`src/hw/rtl/hmtd_pkg.sv`:
```
// shared types and constants of the code-tree table decoder
`timescale 1ns / 1ps
package hmtd_pkg;

  localparam int TABLE_WORDS = 512;
  localparam int ADDR_W      = (TABLE_WORDS > 1) ? $clog2(TABLE_WORDS) : 1;
  localparam int OFF_LIMIT   = 2 * TABLE_WORDS;
  localparam int NODE_W      = 16;
  localparam int IDX_W       = 9;
  localparam int CODE_BITS   = 16;
  localparam int CNT_W       = $clog2(CODE_BITS + 1);
  localparam int LEAF_BIT    = 15;
  localparam int SYM_W       = 8;
  localparam int QUEUE_DEPTH = 2;

  localparam logic [1:0] OP_NOP    = 2'd0;
  localparam logic [1:0] OP_WRITE  = 2'd1;
  localparam logic [1:0] OP_DECODE = 2'd2;

  typedef struct packed {
    logic [1:0]        op;
    logic [ADDR_W-1:0] addr;
    logic [NODE_W-1:0] data;
  } qitem_t;

endpackage

```
`src/hw/rtl/hmtd_front.sv`:
```
// input beat classification and two-entry command queue
`timescale 1ns / 1ps
module hmtd_front (
  input  logic            clk,
  input  logic            rst_n,
  input  logic            in_tvalid,
  output logic            in_tready,
  input  logic [47:0]     in_tdata,
  input  logic            in_tuser,
  output logic            head_valid,
  output hmtd_pkg::qitem_t head,
  input  logic            take
);
  import hmtd_pkg::*;

  logic [IDX_W-1:0]  table_index;
  logic [NODE_W-1:0] table_word;
  logic [NODE_W-1:0] code_word;
  logic [31:0]       idx_ext;
  qitem_t            item;
  qitem_t            mem_r [QUEUE_DEPTH];
  logic              wptr_r, wptr_nxt;
  logic              rptr_r, rptr_nxt;
  logic [1:0]        count_r, count_nxt;
  logic              push, pop;

  assign table_index = in_tdata[8:0];
  assign table_word  = in_tdata[24:9];
  assign code_word   = in_tdata[40:25];
  assign idx_ext     = 32'(table_index);

  always_comb begin
    item.addr = idx_ext[ADDR_W-1:0];
    if (in_tuser) begin
      item.op   = OP_DECODE;
      item.data = code_word;
    end else begin
      item.op   = (idx_ext < 32'(TABLE_WORDS)) ? OP_WRITE : OP_NOP;
      item.data = table_word;
    end
  end

  assign in_tready  = (count_r != 2'(QUEUE_DEPTH));
  assign push       = in_tvalid && in_tready;
  assign head_valid = (count_r != 2'd0);
  assign pop        = take && head_valid;
  assign head       = mem_r[rptr_r];

  always_comb begin
    wptr_nxt  = push ? ~wptr_r : wptr_r;
    rptr_nxt  = pop ? ~rptr_r : rptr_r;
    count_nxt = count_r + 2'(push) - 2'(pop);
  end

  always_ff @(posedge clk) begin
    if (push) begin
      mem_r[wptr_r] <= item;
    end
    if (!rst_n) begin
      wptr_r  <= 1'b0;
      rptr_r  <= 1'b0;
      count_r <= 2'd0;
    end else begin
      wptr_r  <= wptr_nxt;
      rptr_r  <= rptr_nxt;
      count_r <= count_nxt;
    end
  end

endmodule

```
`config.mk`:
```
export PLATFORM = sky130hd
export DESIGN_NAME = hmtd_front
export DESIGN_NICKNAME = d
export VERILOG_FILES = /design/src/hw/rtl/hmtd_pkg.sv /design/src/hw/rtl/hmtd_front.sv
export SDC_FILE = /design/constraint.sdc
export NUM_CORES = 1
export LEC_CHECK = 0
export ABC_AREA = 1
export BUFFER_PORTS_ARGS = -buffer_cell sky130_fd_sc_hd__buf_2
export CORE_MARGIN = 4
export CORE_UTILIZATION = 45
export CTS_CLUSTER_DIAMETER = 200
export DETAILED_ROUTE_END_ITERATION = 16
export PLACE_DENSITY = 0.75
export SYNTH_ARGS = -nofsm -noshare
export SYNTH_HDL_FRONTEND = slang
export SYNTH_SLANG_ARGS = --single-unit
```
`constraint.sdc`:
```
create_clock -name clk -period 2.49 [get_ports clk]
set_clock_uncertainty 0.2 [all_clocks]
set_input_delay 0.498 -clock clk [delete_from_list [all_inputs] [get_ports clk]]
set_output_delay 0.498 -clock clk [all_outputs]
set_load 0.05 [all_outputs]
```
* After elaboration in Yosys (flattened, before gate mapping) *
Memories as Yosys holds them, arrays and structs flattened. A register that Yosys moved wholly into a read port is not among the register bits.
Cells that the tools add are included.

word-level totals
  flip-flop bits (word level) = 4
  memory bits (writable) = 54
  output and inout bits = 29
  memories = 1

memory list
  memory  words  width  read ports  clocked after Yosys merged registers in  write ports  line              source
  mem_r   2      27     1           1                                        1            hmtd_front.sv:21  qitem_t mem_r [QUEUE_DEPTH];

operators by class
  $add $sub $neg = 2
  $lt $le $gt $ge = 1
  equality and inequality tests = 1
  mux-type cells = 7
  bitwise logic cells = 2
  reductions and logical operators = 3

operator list
  cell                                                                           count
  16-bit 2-to-1 mux                                                              1
  9-bit by 10-bit less-than comparator with 1-bit output, second input constant  1
  1-bit 2-to-1 mux                                                               5
  2-bit by 1-bit adder with 2-bit output                                         1
  1-bit logical AND                                                              2
  2-bit 2-to-1 mux                                                               1
  2-bit inequality test, second input constant                                   1
  1-bit inverter                                                                 2
  2-bit nonzero test                                                             1
  2-bit by 1-bit subtractor with 2-bit output                                    1

* Logic depth before layout (Yosys ltp) *
Gate-level depths: netlist of run 1.

  depth after elaboration = 4
  depth in mapped cells = 11

* Worst setup path after synthesis of run 1 *
No wires, ideal clock.

  kind = reg-to-reg
  start = register count_r[0]
  end = memory mem_r[1][0] (netlist bit) (enable)
  setup time = 0.412 ns
  data arrival time = 2.187 ns
  data required time = 1.878 ns
  slack = -0.309 ns
  stages on the path, launching flop included = 5
  buffers on the path = 0
  period minus slack after synthesis = 2.799 ns
  cell sequence = dfxtp_1 inv_1 nand2_1 nand2_1 nor2_1

on the way
  longest elaborated chain between the ends = 4

RTL lines
  what                                    line              source
  start, declared                         hmtd_front.sv:24  logic [1:0] count_r, count_nxt;
  start signal, assigned                  hmtd_front.sv:66  count_r <= count_nxt;
  2-bit inequality test                   hmtd_front.sv:43  assign in_tready = (count_r != 2'(QUEUE_DEPTH));
  net in_tready                           hmtd_front.sv:7   output logic in_tready,
  1-bit logical AND                       hmtd_front.sv:44  assign push = in_tvalid && in_tready;
  1-bit 2-to-1 mux                        hmtd_front.sv:56  if (push) begin
  1-bit 2-to-1 mux (not written as such)  hmtd_front.sv:57  mem_r[wptr_r] <= item;
  end, declared                           hmtd_front.sv:21

The timed path passes the listed nets, and every way through them passes these cells.

==> results of run 1 <==
==> synthesized netlist by cell type <==
master / number
sky130_fd_sc_hd__a21oi_1: 1
sky130_fd_sc_hd__buf_12: 2
sky130_fd_sc_hd__buf_2: 2
sky130_fd_sc_hd__buf_4: 1
sky130_fd_sc_hd__buf_6: 1
sky130_fd_sc_hd__dfxtp_1: 5
sky130_fd_sc_hd__edfxtp_1: 54
sky130_fd_sc_hd__ha_1: 1
sky130_fd_sc_hd__inv_1: 7
sky130_fd_sc_hd__inv_2: 1
sky130_fd_sc_hd__mux2_2: 7
sky130_fd_sc_hd__mux2_4: 20
sky130_fd_sc_hd__nand2_1: 59
sky130_fd_sc_hd__nand3_1: 1
sky130_fd_sc_hd__nor2_1: 8
sky130_fd_sc_hd__nor2_2: 1
sky130_fd_sc_hd__xnor2_1: 1
==> power breakdown <==
group / switching [µW] / internal, µW / total, µW
Sequential: 48.3 / 1270 / 1320
Combinational: 883 / 417 / 1300
Clock: 322 / 469 / 791
Total: 1250 / 2160 / 3410
==> placed cells by master (no fill, tap or decap) <==
cell type	instances
sky130_fd_sc_hd__ha_1	1
sky130_fd_sc_hd__nor2_2	3
sky130_fd_sc_hd__edfxtp_1	54
sky130_fd_sc_hd__xnor2_1	1
sky130_fd_sc_hd__dfxtp_1	4
sky130_fd_sc_hd__clkinv_2	1
sky130_fd_sc_hd__clkbuf_1	2
sky130_fd_sc_hd__clkbuf_8	13
sky130_fd_sc_hd__inv_1	7
sky130_fd_sc_hd__nand3_1	1
sky130_fd_sc_hd__mux2_4	20
sky130_fd_sc_hd__dfxtp_2	1
sky130_fd_sc_hd__a21oi_1	1
sky130_fd_sc_hd__nand2_1	59
sky130_fd_sc_hd__nor2_1	6
sky130_fd_sc_hd__buf_12	1
sky130_fd_sc_hd__buf_4	5
sky130_fd_sc_hd__buf_2	74
sky130_fd_sc_hd__inv_2	1
sky130_fd_sc_hd__mux2_2	7
==> worst reg2reg max path, cell delays in order, from the launching register on <==
cell,delay (ps)
sky130_fd_sc_hd__dfxtp_1,350
sky130_fd_sc_hd__inv_1,50
sky130_fd_sc_hd__nand2_1,70
sky130_fd_sc_hd__nand2_1,160
sky130_fd_sc_hd__nor2_2,390
sky130_fd_sc_hd__buf_4,280
==> stage by stage <==
stage                     hold WS, ps  std cells
after CTS                         144        332
after global routing              152        332
after global placement            276        316
after detailed placement          286        316
final                             164        332
after floorplan                   267        172
==> sequential cells by signal, summed over array words and instances (netlist names), named ones only <==
name / flops
rptr_r: 1
wptr_r: 1
mem_r: 54
count_r: 2
==> metal layers <==
layer	up-vias	track usage (%)	wire length, µm	share of wire [%]
li1	765	-	-	-
met5	-	0	0	0
met4	0	7.97	55	1.3
met2	44	22.0	2210	54
met1	681	14.0	1570	38
met3	6	3.90	248	6.1
==> cells by family (layout without fill, tap and decap cells) <==
logic type / after synthesis / count (layout) / synth area share (%)
and+or+nand+nor: 69 / 69 / 10.6
adders and majority gates: 1 / 1 / 0.503
muxes: 27 / 27 / 15.2
buffers and inverters: 14 / 104 / 3.97
xor gates and xnor gates: 1 / 1 / 0.352
AOI/OAI and AO/OA: 1 / 1 / 0.201
DFF: 59 / 59 / 69.2
==> worst min-delay path by stage <==
stage                              from                endpoint  slack, ps
finish                      in_tdata[6]  mem_r[0][22]$_DFFE_PP_        160
CTS                         in_tdata[2]  mem_r[1][18]$_DFFE_PP_        140
global route                in_tdata[2]  mem_r[0][18]$_DFFE_PP_        150
detailed placement  rptr_r$_SDFFE_PN0P_               flip-flop        290
global placement    rptr_r$_SDFFE_PN0P_               flip-flop        280
floorplan           rptr_r$_SDFFE_PN0P_               flip-flop        270
==> area by class of cell <==
cell class                 instances  area share [%]
clock buffer                      15            5.95
clock inverter                     1           0.160
inverter                           8           0.958
multi-input combinational         99            21.5
sequential                        59            55.0
tap                               70            2.80
timing repair buffer              80            13.7
==> results.md, run 1 <==
Logic synthesis:
- The synthesized area is 2490 µm².
- The sequential cell area fraction in the yosys report is 69.2%.
- During synthesis, Yosys emitted a total of 0 warnings.
- The dominant cell type by area after synthesis is sky130_fd_sc_hd__edfxtp_1.
- The distinct cell type count after synthesis is 17.
- The synthesized net count is 226.
- The total of flip-flops plus latches after synthesis is 59.
- By area the synthesized netlist is led by sky130_fd_sc_hd__edfxtp_1, sky130_fd_sc_hd__mux2_4, sky130_fd_sc_hd__nand2_1.
- The average footprint of a synthesized cell is 14.5 µm².
- In this run the biggest area consumer among cell types represents 65.2% of the synthesized area.
- The synthesized instance count is 172.

Worst setup path:
- The reg-to-reg critical path endpoint is mem_r[0][7]$_DFFE_PP_.
- The end point of the critical path is head[26].
- The largest incremental delay on the critical path is 360 ps.
- Along the worst path, the maximum fanout reaches 27.
- Among cell families on the critical path, the largest total delay comes from buffers and inverters.
- The signal arrival time at the worst endpoint is 1460 ps.
- The critical path goes through buf_12, mux2_2, buf_2.
- The kind of launch point of the worst setup path is a flip-flop.
- The number of cells on the worst reg-to-reg path is 5.
- The startpoint of the most critical register-to-register path is count_r[0]$_SDFF_PN0_.
- The number of buffers and inverters on the critical path is 2.
- STA puts the critical path data required time at 1790 ps.
- The type of element capturing the critical path is an output port.
- The critical path is of the reg -> out type.
- The setup slack on the worst flop-to-flop path is 670 ps.
- The number of logic stages on the critical path including buffering is 3.
- For this design, the slowest cell found on the critical path is sky130_fd_sc_hd__mux2_2.

Clock network:
- Counting every sink on the clock net gives 59.
- TritonCTS built the clock tree.
- At the later pin of the worst-skew pair, clock insertion delay measures 320 ps.
- In this run the clock root is driven by a sky130_fd_sc_hd__clkbuf_8.
- The post-CTS repair timing setup buffer count is 0.
- The H-tree generated during clock tree synthesis spans 3 levels.
- No sink is reached through more buffers than the 2 on the longest clock path.
- After clock tree synthesis, the clock-pin slew on the worst setup and hold paths is 60 ps.
- The quantity of hold-fixing buffers added after cts is 0.
- The clock buffer count from CTS is 9.
- The number of resized instances in the post-cts repair step is 0.

Layout:
- The post-route netlist has 48.1% of its cells at a drive strength greater than 1.
- After routing the design area is 3130 µm².
- The post-layout net count is 311.
- The register area is 1720 µm².
- In the final layout, the multi-input gates occupy 673 µm².
- The layout-stage area growth over the synthesis result is 25.9%.
- At the end of the flow the core is filled with cells to 59.8%.
- The number of antenna diodes in the final layout is 0.
- The filler cell count is 413.

Die:
- The total core area is 5240 µm².
- The floorplan die area is 6780 µm².
- The count of boundary I/O pins is 82.
- The floorplan has 26 rows.
- The starting density of the core is 47.5%.
- The die is 82.4 µm tall.
- Measured along the x axis, the die boundary spans 82.4 µm.

Global route:
- The total overflow left after global routing is 0.
- The pin count of the biggest net entering global routing is 28.
- The via count of the first global-routing pass is 1,349.
- The total routing usage reported by global routing is 12.9%.
- The initial antenna violation count is 0.
- The wire length of the first global-routing pass is 6.18 mm.

Power and ir drop:
- The highest ir drop seen on vdd is 0.501 mV.
- The static leakage is 0.00137 µW.
- The overall power after layout is 3410 µW.
- In this run the power density over the cells is 1090 nW/µm².

Route:
- The detailed router's first-iteration violation count is 65.
- Wires add up to 4.08 mm.
- For this run, design rule violations remaining after detail routing come to 0.
- The total via count in the routed design is 1,496.
- The residual antenna-violating net count after detailed routing is 0.
- The number of iterations in the first detailed-routing pass is 4.
- The mean number of vias per cell is 4.51.
- In the final routed layout, each cell accounts on average for 12.3 µm.

Hold path:
- Along the worst hold path, the cell count comes to 1.
- The worst min-delay path class is in -> reg.

Outcome:
- The run finished with clean final reports.

Placed design:
- After legalization and detailed placement, the total HPWL measured 2.92 mm.
- The placer congestion estimate is 0.689.
- Prior to clock tree synthesis, the placed netlist has a worst setup slack of 542 ps.
- The count of port buffers added during placement is 74.
- The cell area after placement is 2940 µm².

STA:
- In this run the tightest slew margin relative to its limit is 71.6%.
- The final-report setup violation count is 0.
- In the finished design, the share of the clock period the worst path needs comes to 86.6%.
- Setup repair after global routing left no endpoint under its margin.
- The final worst setup slack is 333 ps.
- The final critical path time including I/O delays and setup is 2160 ps.
- The actual slew at the worst max-slew pin is 426 ps.
- The max-slew violation total from the final report was 0.
- The fmax is 0.464 GHz.
- Adding up every negative setup slack in the final design gives 0 ps.
- The final hold violation count is 0.

Run:
- The tool flagged a number of max-cap violations equal to 0.
Note: power is estimated with default switching activity, not from simulation.
==> run 2, diff against run 1 <==
- GPL_TIMING_DRIVEN: not set -> 0
- REMOVE_ABC_BUFFERS: not set -> 1
==> run 2 against run 1 <==
  * Final cell count is 1.5% lower
  * Count of clock-buffer cells in the layout is 5 lower
  * Die area is the same
  * Global-route usage is 0.37 points higher
  * Critical path type unchanged
  * Worst setup slack worse by 140 ps
  * Power is 3.7% lower
  * Sequential share of layout area increased by 1.3 points
  * First-iteration DRC count rose by 11%
  * Register-to-register slack got worse by 210 ps
  * Via count shrank 1.7%
  * Largest power group unchanged
  * Critical endpoint unchanged
  * Clock power shrank 15%
==> results.md, run 2 (synthesis results as in run 1) <==
Clock network:
- The cell at the root of the clock tree is sky130_fd_sc_hd__clkbuf_8 (unchanged).
- The clock buffer count from CTS came to 9 (unchanged).
- The clock latency of the later-clocked register in the worst-skew pair was 330 ps (was 320 ps).
- The buffer levels on the longest clock path is 2 (unchanged).
- The TritonCTS clock tree is yes (unchanged).
- The clock transition time at the flip-flop clock pins of the worst setup and hold paths is 60 ps (about the same).
- The quantity of hold-fixing buffers added after cts is 0 (unchanged).
- The H-tree depth is 3 (unchanged).
- The number of sinks handled by clock tree synthesis is 59 (unchanged).

Layout:
- The area occupied by multi-input gates was 673 µm² (unchanged).
- The most frequent standard cell in the layout excluding fill and tap cells is sky130_fd_sc_hd__buf_2 (unchanged).
- The number of flip-flops under the largest register name was 54 (unchanged).
- The filler cell count came to 434 (was 413).
- The register area was 1730 µm² (was 1720 µm²).
- The final design area excluding fillers is 3070 µm² (was 3130 µm²).
- The core occupancy in the finished layout was 58.5% (was 59.8%).
- The fraction of final layout cells sized beyond drive strength 1 is 46.3% (was 48.1%).
- The layout-stage area growth over the synthesis result is 23.2% (was 25.9%).
- Biggest registers after layout: mem_r x54, count_r x2 (unchanged).
- Commonest cells after routing, fill and taps aside: sky130_fd_sc_hd__buf_2, sky130_fd_sc_hd__nand2_1, sky130_fd_sc_hd__edfxtp_1, sky130_fd_sc_hd__mux2_4, sky130_fd_sc_hd__clkbuf_8 (unchanged).
- The register ranked first by flip-flop count is mem_r (unchanged).
- The antenna diode count is 0 (unchanged).
- The post-layout net count came to 307 (was 311).

Placed design:
- The cell area after placement is 2910 µm² (was 2940 µm²).
- The placed wire-length estimate after detailed placement was 2.90 mm (was 2.92 mm).
- The count of port buffers added during placement is 74 (unchanged).
- The placer congestion estimate was 0.703 (was 0.689).
- The minimum setup slack after placement is 255 ps (was 542 ps).

Power and ir drop:
- The static leakage is 0.00133 µW (was 0.00137 µW).
- The total power divided by cell area is 1070 nW/µm² (was 1090 nW/µm²).
- The highest ir drop seen on vdd came to 0.646 mV (was 0.501 mV).

STA:
- The final-report setup violation count is 0 (unchanged).
- The minimum hold slack came to 155 ps (was 164 ps).
- The final critical path time including I/O delays and setup is 2300 ps (was 2160 ps).
- The fmax is 0.435 GHz (was 0.464 GHz).
- The post-route clock period utilization is 92.4% (was 86.6%).
- The final hold violation count was 0 (unchanged).
- The worst slew margin relative to its limit came to 48.3% (was 71.6%).
- Setup repair after global routing missed its margin: no (unchanged).
- The max-slew violation total from the final report is 0 (unchanged).
- The final worst setup slack is 190 ps (was 333 ps).
- The actual slew at the worst max-slew pin is 775 ps (was 426 ps).

Worst setup path:
- The type of element capturing the critical path is an output port (unchanged).
- The signal arrival time at the worst endpoint is 1600 ps (was 1460 ps).
- The critical path start-end classification is reg -> out (unchanged).
- Critical path, cell by cell: mux2_2, buf_2 (was buf_12, mux2_2, buf_2).
- The largest incremental delay on the critical path is 650 ps (was 360 ps).
- The data required time at the worst endpoint came to 1790 ps (about the same).
- The slowest cell on the critical path is sky130_fd_sc_hd__dfxtp_4 (was sky130_fd_sc_hd__mux2_2).
- The kind of launch point of the worst setup path is a flip-flop (unchanged).
- The worst-path maximum fanout came to 27 (unchanged).
- The setup slack on the worst flop-to-flop path came to 460 ps (was 670 ps).

Global route:
- The pin count of the biggest net entering global routing is 28 (unchanged).
- The initial antenna violation count is 0 (unchanged).
- The overflow left after global routing is 0 (unchanged).
- The via count of the first global-routing pass was 1,385 (was 1,349).
- The total routing usage reported by global routing is 13.3% (was 12.9%).
- The wire length of the first global-routing pass is 6.14 mm (was 6.18 mm).

Die:
- The count of boundary I/O pins is 82 (unchanged).
- The number of rows created at floorplan was 26 (unchanged).
- The starting density of the core came to 47.5% (unchanged).
- The total core area is 5240 µm² (unchanged).
- The floorplan die area is 6780 µm² (unchanged).
- The horizontal die dimension is 82.4 µm (unchanged).
- The die outline height was 82.4 µm (unchanged).

Hold path:
- The worst min-delay path class is in -> reg (unchanged).

Route:
- The number of DRC violations after detailed routing is 0 (unchanged).
- The number of iterations in the first detailed-routing pass is 4 (unchanged).
- The total via count in the routed design came to 1,471 (was 1,496).
- The detailed-route wire length was 4.17 mm (was 4.08 mm).
- The routed wire length per instance is 12.8 µm (was 12.3 µm).
- The mean number of vias per cell was 4.50 (was 4.51).
- The detailed router's first-iteration violation count was 72 (was 65).
- The residual antenna-violating net count after detailed routing was 0 (unchanged).

Outcome:
- Status: complete, no violations (unchanged).

Run:
- The max capacitance violation total is 0 (unchanged).
==> run 2: cell count changes in the layout (fill, tap and decap cells not counted), sizes merged <==
cell    before  now
clkbuf      15   10
buf         80   76
clkinv       1    5
==> run 2: through the flow <==
step	std cells	setup TNS (ps)	total power, µW
2_1_floorplan	166	-16030	2370
3_3_place_gp	310	-41900	2620
3_5_place_dp	312	0	2650
4_1_cts	327	0	3320
5_1_grt	327	0	3460
6_report	327	0	3290
==> run 2: report_power, final <==
part / switching, µW / internal (µW)
combinational: 826 / 398
sequential: 112 / 1270
clock: 334 / 341
==> run 2: path summary, 6_finish.rpt <==
path                                          endpoint  cells past startpoint             startpoint
worst max-delay path                          head[26]                      2              flip-flop
worst min-delay path            mem_r[0][20]$_DFFE_PP_                      1            in_tdata[4]
worst max register to register  mem_r[1][23]$_DFFE_PP_                      5  count_r[0]$_SDFF_PN0_
worst min register to register               flip-flop                      2    rptr_r$_SDFFE_PN0P_
==> run 2: routing by layer <==
metal / vias up / wire length (µm) / global-route usage, %
met4: 0 / 92 / 9.47
met2: 53 / 2150 / 22.7
met3: 6 / 351 / 4.88
met1: 656 / 1580 / 13.2
met5: - / 0 / 0
li1: 756 / - / -
==> run 2: layout make-up <==
type	count	area share [%]
Timing Repair Buffer	76	13.1
Inverter	8	0.980
Multi-Input combinational cell	99	22.0
Tap cell	70	2.86
Clock buffer	10	4.16
Sequential cell	59	56.3
Clock inverter	5	0.694
==> run 2: what timing repair did <==
action / 4_1_cts / 5_1_grt
setup buffers: 0 / 0
resized for setup: 1 / 0
endpoints found under the hold margin: 0 / 0
setup endpoints to repair: 27 / 0
==> run 2: worst max-delay path: cells and delay by family, from the launching register on <==
| kind | cells | cell delay, ps |
|---|---|---|
| buffers and inverters | 1 | 210 |
| multiplexers | 1 | 400 |
| flip-flops | 1 | 650 |
